## src/rtl/nss_pkg.sv

```systemverilog
// Package for the non-overlapping substring search unit.
// Holds widths, register indexes and shared types; no dependencies.
package nss_pkg;

  localparam int MAX_PATTERN = 32;
  localparam int LEN_W       = $clog2(MAX_PATTERN + 1);
  localparam int IDX_W       = (MAX_PATTERN > 1) ? $clog2(MAX_PATTERN) : 1;
  localparam int POS_W       = 30;
  localparam int NAS_W       = POS_W + 1;
  localparam int CNT_W       = 11;
  localparam int CFG_IDX_W   = 3;
  localparam int CFG_DATA_W  = 64;
  localparam int PAT_WORDS   = 4;
  localparam int IN_DATA_W   = 8;
  localparam int OUT_DATA_W  = 48;

  localparam logic [LEN_W-1:0] LEN_RESET   = LEN_W'(1);
  localparam logic [CNT_W-1:0] LIMIT_RESET = CNT_W'(64);
  localparam logic [POS_W-1:0] POS_MAX     = {POS_W{1'b1}};

  typedef enum logic [CFG_IDX_W-1:0] {
    REG_PAT0    = 3'd0,
    REG_PAT1    = 3'd1,
    REG_PAT2    = 3'd2,
    REG_PAT3    = 3'd3,
    REG_PAT_LEN = 3'd4,
    REG_LIMIT   = 3'd5
  } cfg_reg_t;

  typedef logic [7:0] byte_t;
  typedef byte_t [MAX_PATTERN-1:0] window_t;
  typedef logic [PAT_WORDS*64-1:0] pattern_t;

endpackage

```

## src/rtl/nss_match.sv

```systemverilog
// Window comparator: checks the newest len bytes against the pattern.
// Depends on nss_pkg.
module nss_match import nss_pkg::*; (
  input  window_t          window,
  input  pattern_t         pattern,
  input  logic [LEN_W-1:0] len_eff,
  output logic             hit
);

  logic [MAX_PATTERN-1:0] eq;

  always_comb begin
    logic [LEN_W-1:0] sel;
    for (int k = 0; k < MAX_PATTERN; k++) begin
      sel = len_eff - LEN_W'(1) - LEN_W'(k);
      if (LEN_W'(k) >= len_eff) begin
        eq[k] = 1'b1;
      end else begin
        eq[k] = (window[sel[IDX_W-1:0]] == pattern[8*k +: 8]);
      end
    end
    hit = &eq;
  end

endmodule

```

## src/rtl/nonoverlap_substring_search_unit.sv

```systemverilog
// Top level of the non-overlapping substring search unit.
// Depends on nss_pkg and nss_match.
//
// Usage: the bytes of one object enter on the in_ stream, one byte per word,
// with in_tlast on the final byte. Every leftmost non-overlapping occurrence
// of the pattern (1 to 32 bytes, set through the cfg_ write port) gives a
// result word with out_tuser high and the start offset, while fewer than
// match_limit matches have been reported. The final byte also gives a done
// word with out_tlast high carrying the capped count; a byte that both ends
// a match and ends the object gives the match word first, then the done word.
// A result is registered in the result slots when its byte is taken.
// Throughput: one byte per cycle while out_tready is high, set by the two-slot
// result register; a byte with two results stalls in_ till the match word leaves.
// When the receiver stalls, results hold and in_tready drops once the slots
// cannot be freed. Reset clears the window, counters and result slots, sets
// the pattern to zeros, the length to 1 and the limit to 64. Write the
// configuration only while no results are outstanding.
module nonoverlap_substring_search_unit import nss_pkg::*; (
  input  logic                  clk,
  input  logic                  rst_n,
  input  logic                  in_tvalid,
  output logic                  in_tready,
  input  logic [IN_DATA_W-1:0]  in_tdata,   // [7:0] data_byte
  input  logic                  in_tlast,   // last_byte
  output logic                  out_tvalid,
  input  logic                  out_tready,
  output logic [OUT_DATA_W-1:0] out_tdata,  // [29:0] match_position,
                                            // [40:30] recorded_count, rest 0
  output logic                  out_tuser,  // match_found
  output logic                  out_tlast,  // search_done
  input  logic                  cfg_we,
  input  logic [CFG_IDX_W-1:0]  cfg_index,
  input  logic [CFG_DATA_W-1:0] cfg_wdata
);

  logic [PAT_WORDS-1:0][63:0] pat_r;
  logic [LEN_W-1:0]           len_r;
  logic [CNT_W-1:0]           limit_r;

  window_t          wnd_r, wnd_nxt, wnd_shift;
  logic [POS_W-1:0] pos_r, pos_nxt;
  logic [NAS_W-1:0] nas_r, nas_nxt;
  logic [CNT_W-1:0] cnt_r, cnt_nxt;

  logic             m_valid_r, m_valid_nxt;
  logic             d_valid_r, d_valid_nxt;
  logic [POS_W-1:0] m_pos_r, m_pos_nxt;
  logic [CNT_W-1:0] m_cnt_r, m_cnt_nxt;
  logic [CNT_W-1:0] d_cnt_r, d_cnt_nxt;

  logic [LEN_W-1:0] len_eff;
  logic [NAS_W-1:0] pos_inc, start;
  logic             hit, in_fire, out_fire, emit;

  // configuration
  always_ff @(posedge clk) begin
    if (!rst_n) begin
      pat_r   <= '0;
      len_r   <= LEN_RESET;
      limit_r <= LIMIT_RESET;
    end else if (cfg_we) begin
      case (cfg_index)
        REG_PAT0:    pat_r[0] <= cfg_wdata;
        REG_PAT1:    pat_r[1] <= cfg_wdata;
        REG_PAT2:    pat_r[2] <= cfg_wdata;
        REG_PAT3:    pat_r[3] <= cfg_wdata;
        REG_PAT_LEN: len_r    <= cfg_wdata[LEN_W-1:0];
        REG_LIMIT:   limit_r  <= cfg_wdata[CNT_W-1:0];
        default:     ;
      endcase
    end
  end

  always_comb begin
    if (len_r == '0) begin
      len_eff = LEN_W'(1);
    end else if (len_r > LEN_W'(MAX_PATTERN)) begin
      len_eff = LEN_W'(MAX_PATTERN);
    end else begin
      len_eff = len_r;
    end
  end

  // window with the incoming byte shifted in
  always_comb begin
    wnd_shift[0] = in_tdata[7:0];
    for (int j = 1; j < MAX_PATTERN; j++) begin
      wnd_shift[j] = wnd_r[j-1];
    end
  end

  nss_match u_match (
    .window  (wnd_shift),
    .pattern (pat_r),
    .len_eff (len_eff),
    .hit     (hit)
  );

  assign out_fire = out_tvalid && out_tready;
  assign in_tready = (!m_valid_r && !d_valid_r) ||
                     (out_tready && (m_valid_r ^ d_valid_r));
  assign in_fire  = in_tvalid && in_tready;

  assign pos_inc = {1'b0, pos_r} + NAS_W'(1);
  assign start   = pos_inc - NAS_W'(len_eff);

  always_comb begin
    wnd_nxt     = wnd_r;
    pos_nxt     = pos_r;
    nas_nxt     = nas_r;
    cnt_nxt     = cnt_r;
    emit        = 1'b0;
    m_pos_nxt   = m_pos_r;
    m_cnt_nxt   = m_cnt_r;
    d_cnt_nxt   = d_cnt_r;
    m_valid_nxt = m_valid_r;
    d_valid_nxt = d_valid_r;
    if (in_fire) begin
      wnd_nxt = wnd_shift;
      if ((pos_inc >= NAS_W'(len_eff)) && (start >= nas_r) && hit) begin
        nas_nxt = pos_inc;
        if (cnt_r < limit_r) begin
          cnt_nxt = cnt_r + CNT_W'(1);
          emit    = 1'b1;
        end
      end
      if (pos_r != POS_MAX) begin
        pos_nxt = pos_inc[POS_W-1:0];
      end
      m_pos_nxt   = start[POS_W-1:0];
      m_cnt_nxt   = cnt_nxt;
      d_cnt_nxt   = cnt_nxt;
      m_valid_nxt = emit;
      d_valid_nxt = in_tlast;
      if (in_tlast) begin
        wnd_nxt = '0;
        pos_nxt = '0;
        nas_nxt = '0;
        cnt_nxt = '0;
      end
    end else if (out_fire) begin
      if (m_valid_r) begin
        m_valid_nxt = 1'b0;
      end else begin
        d_valid_nxt = 1'b0;
      end
    end
  end

  always_ff @(posedge clk) begin
    if (!rst_n) begin
      wnd_r     <= '0;
      pos_r     <= '0;
      nas_r     <= '0;
      cnt_r     <= '0;
      m_valid_r <= 1'b0;
      d_valid_r <= 1'b0;
    end else begin
      wnd_r     <= wnd_nxt;
      pos_r     <= pos_nxt;
      nas_r     <= nas_nxt;
      cnt_r     <= cnt_nxt;
      m_valid_r <= m_valid_nxt;
      d_valid_r <= d_valid_nxt;
    end
  end

  always_ff @(posedge clk) begin
    m_pos_r <= m_pos_nxt;
    m_cnt_r <= m_cnt_nxt;
    d_cnt_r <= d_cnt_nxt;
  end

  // present the match word before the done word
  assign out_tvalid = m_valid_r || d_valid_r;
  assign out_tuser  = m_valid_r;
  assign out_tlast  = !m_valid_r && d_valid_r;
  assign out_tdata  = m_valid_r ?
                      {{(OUT_DATA_W-POS_W-CNT_W){1'b0}}, m_cnt_r, m_pos_r} :
                      {{(OUT_DATA_W-POS_W-CNT_W){1'b0}}, d_cnt_r, {POS_W{1'b0}}};

  a_two_pending_blocks: assert property (@(posedge clk) disable iff (!rst_n)
    (m_valid_r && d_valid_r) |-> !in_tready)
    else $error("input taken while two results pending");

  a_nas_bound: assert property (@(posedge clk) disable iff (!rst_n)
    nas_r <= pos_inc)
    else $error("next allowed start beyond position plus one");

  a_last_clears: assert property (@(posedge clk) disable iff (!rst_n)
    (in_fire && in_tlast) |=> (pos_r == '0 && cnt_r == '0 && nas_r == '0))
    else $error("object state not cleared after last byte");

  a_done_after_last: assert property (@(posedge clk) disable iff (!rst_n)
    (in_fire && in_tlast) |=> d_valid_r)
    else $error("no done result after last byte");

endmodule

```

## config.mk

```make
export PLATFORM = sky130hd
export DESIGN_NAME = nonoverlap_substring_search_unit
export DESIGN_NICKNAME = d
export VERILOG_FILES = /design/src/rtl/nss_pkg.sv /design/src/rtl/nss_match.sv /design/src/rtl/nonoverlap_substring_search_unit.sv
export SDC_FILE = /design/constraint.sdc
export NUM_CORES = 2
export LEC_CHECK = 0
export BUFFER_PORTS_ARGS = -buffer_cell sky130_fd_sc_hd__buf_2
export CORE_UTILIZATION = 40
export CTS_CLUSTER_DIAMETER = 30
export DETAILED_ROUTE_END_ITERATION = 10
export GPL_TIMING_DRIVEN = 0
export HOLD_SLACK_MARGIN = 0.06
export PLACE_DENSITY = 0.54
export SLEW_MARGIN = 20
export SYNTH_ARGS = -nofsm -noshare
export SYNTH_HDL_FRONTEND = slang
export SYNTH_HIERARCHICAL = 1
export SYNTH_SLANG_ARGS = --single-unit
```

## constraint.sdc

```tcl
create_clock -name clk -period 7.91 [get_ports clk]
set_clock_uncertainty 0.05 [all_clocks]
set_input_delay 1.9775 -clock clk [delete_from_list [all_inputs] [get_ports clk]]
set_output_delay 1.9775 -clock clk [all_outputs]
set_load 0.02 [all_outputs]
```

==> run summary <==
hpwl dp: 210 mm
Final Routed Wirelength: 261 mm
final hold vios: 0
Final Max Tran Viols: 0
antenna violations before repair: 13
deepest clock path buffer count: 3
Starting Density: 0.403
Post-Route Setup TNS: -1.71 ns
failing checks: negative setup slack
distinct cell type count after synthesis: 108
Final Non-Filler Cells: 7612
CP max stage delay: 0.96 ns
class of the worst hold path: reg -> reg
clk_lat worst skew: 0.81 ns
CP Data Required Time: 8.40 ns
Yosys top cell area share: 0.247
number of nets with antenna violations after routing: 0
final setup margin: -0.154 ns
ys flop type: dfxtp_1
IO Count: 133
simple-gate portion of the synthesized area: 0.193
total placed cells including tap cells: 7165
XOR/XNOR Fraction of Synth Area: 0.102
Num CTS Buffers: 171
die height: 349 um
Static Leak: 22.4 nW
die area: 122000 um2
Avg WL per Cell: 34.3 um
Synth Warn #: 6
Synth Area in Compound Gates: 0.149
hold-fix buffers at CTS: 0
critical path endpoint category: flop
peak supply drop: 0.228 mV
Worst Setup Path Type: reg -> reg
Async SR Flop Fraction: 0
count of final setup violators: 36
Worst R2R Setup Slack: -0.15 ns
Clock power frac: 0.583
synthesis-to-layout area growth: 26.4%
fin crit period: 8.06 ns
sequential share of power: 0.278
outcome: finished, violations left
largest net degree at the start of global routing: 37
worst path buffer plus inverter count: 11
worst r2r dst: d_cnt_r[4]
Slew HR: 0.140
Placed Instance Area: 51000 um2
total global routing track utilization: 0.419
Die W: 349 um
top-count cell post-synth: nand2_1
drt drc: 0
routability cong.: 1.08
crit-path leading delay family: simple AND/OR/NAND/NOR gates
Synth top cells by count: nand2_1, dfxtp_1, a21boi_0
Final Cell Area: 61000 um2
crit path launch type: flop
core area: 120000 um2
Net Sw Frac: 0.277
CP max FO: 10
first-pass GRT wire length: 357 mm
post-synthesis sequential area ratio: 0.272
nets: 5989
Max-Cap Viols: 0
Syn Inst Count: 5421
IO buf count: 122
ranking of synthesized cells by area: dfxtp_1, mux4_2, a21boi_0
Cell Area, Synth: 48300 um2
Slowest cell on crit path: o21ai_0
number of global-route vias before repair: 44200
met2 wire length: 108 mm
highest clock rate: 124 MHz
clock root cell: clkbuf_16
via-per-instance ratio: 6.18
Avg Inst Size Synth: 8.90 um2
via count: 47100
Power Density: 199 nW/um2
Net Switching: 3.36 mW
flop and latch count out of synthesis: 636
hold_sp: nas_r[20]
Core Rows: 127
CTS sink cnt: 636
main combinational cell family by area after synthesis: multiplexers
layout cells sized above 1: 0.226
CP dominant cell by count: buf_12
global route total overflow: 0
Post-Synth Adder-Cell Area: 0.0149
hold depth: 1
number of cells on the worst reg-to-reg path: 32
initial drt markers: 5410
RSZ-0062 raised after global routing: true
WP data arrival: 8.55 ns
Finished Core Util: 0.509
Hold EP: nas_r[20]
Post-synth EDFFs: 41
WL met3: 27.0 mm
mux contribution to synthesized area: 0.216
drt first pass iters: 7
Clock transition at path regs: 0.04 ns
period utilization: 1.02
power share of the combinational group: 0.140
area leader, netlist: dfxtp_1
internal power component: 8.76 mW
TritonCTS clock tree: done
top layer in use: met5
M1 WL: 108 mm
Tightest Pin Transition: 1.29 ns
worst r2r src: len_r[4]
pre-CTS setup slack: -2.92 ns
H-tree lvl count: 4
==> worst max-delay path by stage <==
stage | to | start | slack, ns | cells past startpoint
finish | d_cnt_r[4] | len_r[4] | -0.15 | 32
global route | d_cnt_r[4] | len_r[4] | -0.07 | 35
detailed placement | cnt_r[10] | len_r[1] | -2.92 | 30
global placement | nas_r[22] | len_r[1] | -4.84 | 30
floorplan | cnt_r[10] | len_r[1] | 1.09 | 28
CTS | cnt_r[6] | len_r[4] | 0.08 | 35
==> stage by stage <==
| stage | power (mW) | hold slack, ns |
|---|---|---|
| 2_1_floorplan | 4.32 | 0.382 |
| 3_3_place_gp | 4.90 | 0.396 |
| 3_5_place_dp | 4.90 | 0.396 |
| 4_1_cts | 12.1 | 0.410 |
| 5_1_grt | 12.4 | 0.417 |
| 6_report | 12.1 | 0.406 |
==> layout by cell type (no fill, tap or decap), types with 27 or more instances in the layout <==
master	instances
and2_1	58
a21boi_0	524
o21ai_0	91
clkinv_2	36
mux2i_2	45
dfxtp_1	594
buf_12	53
clkbuf_1	255
nor2_1	133
mux2i_1	247
nand2_1	997
mux4_2	236
a21oi_1	94
buf_6	29
nor4_1	44
nand3b_1	254
inv_1	110
nand3_1	83
buf_2	166
mux2i_4	91
xor2_1	271
xnor2_1	266
nor3_1	63
clkbuf_8	36
mux2_2	112
nand4_1	69
edfxtp_1	41
ha_1	55
and3_1	41
buf_4	126
o2bb2ai_1	31
nor2b_1	39
clkbuf_2	27
a211oi_1	37
clkbuf_16	174
==> area by class of cell <==
type,count,area (um2)
Antenna cell,11,27.5
Clock buffer,231,4930
Fill cell,11400,58800
Sequential cell,636,13100
Timing Repair Buffer,254,2150
Inverter,113,433
Tap cell,1612,2020
Clock inverter,80,1020
Buffer,423,2600
Multi-Input combinational cell,4252,34700
==> power groups by stage <==
stage | clock [mW] | sequential (mW) | combinational (mW)
after CTS | 7.12 | 3.37 | 1.63
after floorplan | 0 | 3.41 | 0.910
after detailed placement | 0 | 3.42 | 1.48
final | 7.06 | 3.37 | 1.69
after global placement | 0 | 3.42 | 1.47
after global routing | 7.31 | 3.37 | 1.75
==> state kept, by name (all words and copies together), names as in the netlist <==
signal     count
pat_r        256
wnd_r        248
len_r          6
nas_r         31
out_tuser      1
pos_r         30
d_cnt_r       11
limit_r       11
m_pos_r       30
d_valid_r      1
cnt_r         11
==> cell families after synthesis <==
kind of cell / Yosys count
AO/OA/AOI/OAI: 1000
other: 1
AND/OR/NAND/NOR: 1901
multiplexers: 733
XOR/XNOR: 553
buffers and inverters: 540
adder cells (fa/ha/maj): 57
flip-flops: 636
==> routing by layer <==
metal / up-vias / track usage
met5: - / 0
met4: 8 / 0.246
met1: 23500 / 0.544
met3: 632 / 0.132
li1: 20400 / -
met2: 2545 / 0.607
==> worst reg2reg max path, delay by kind of cell (launching register included) <==
family,cells,cell delay [ns]
adder cells (fa/ha/maj),1,0.31
flip-flops,1,0.33
multiplexers,2,0.58
XOR/XNOR,2,0.26
buffers and inverters,11,1.82
AND/OR/NAND/NOR,10,2.52
AO/OA/AOI/OAI,6,1.93
==> what timing repair did <==
action	4_1_cts	5_1_grt
setup endpoints to repair	54	53
resized for setup	433	96
pin swaps	39	27
buffers inserted	104	21
gates cloned	3	0
(Power assumes the default switching activity.)
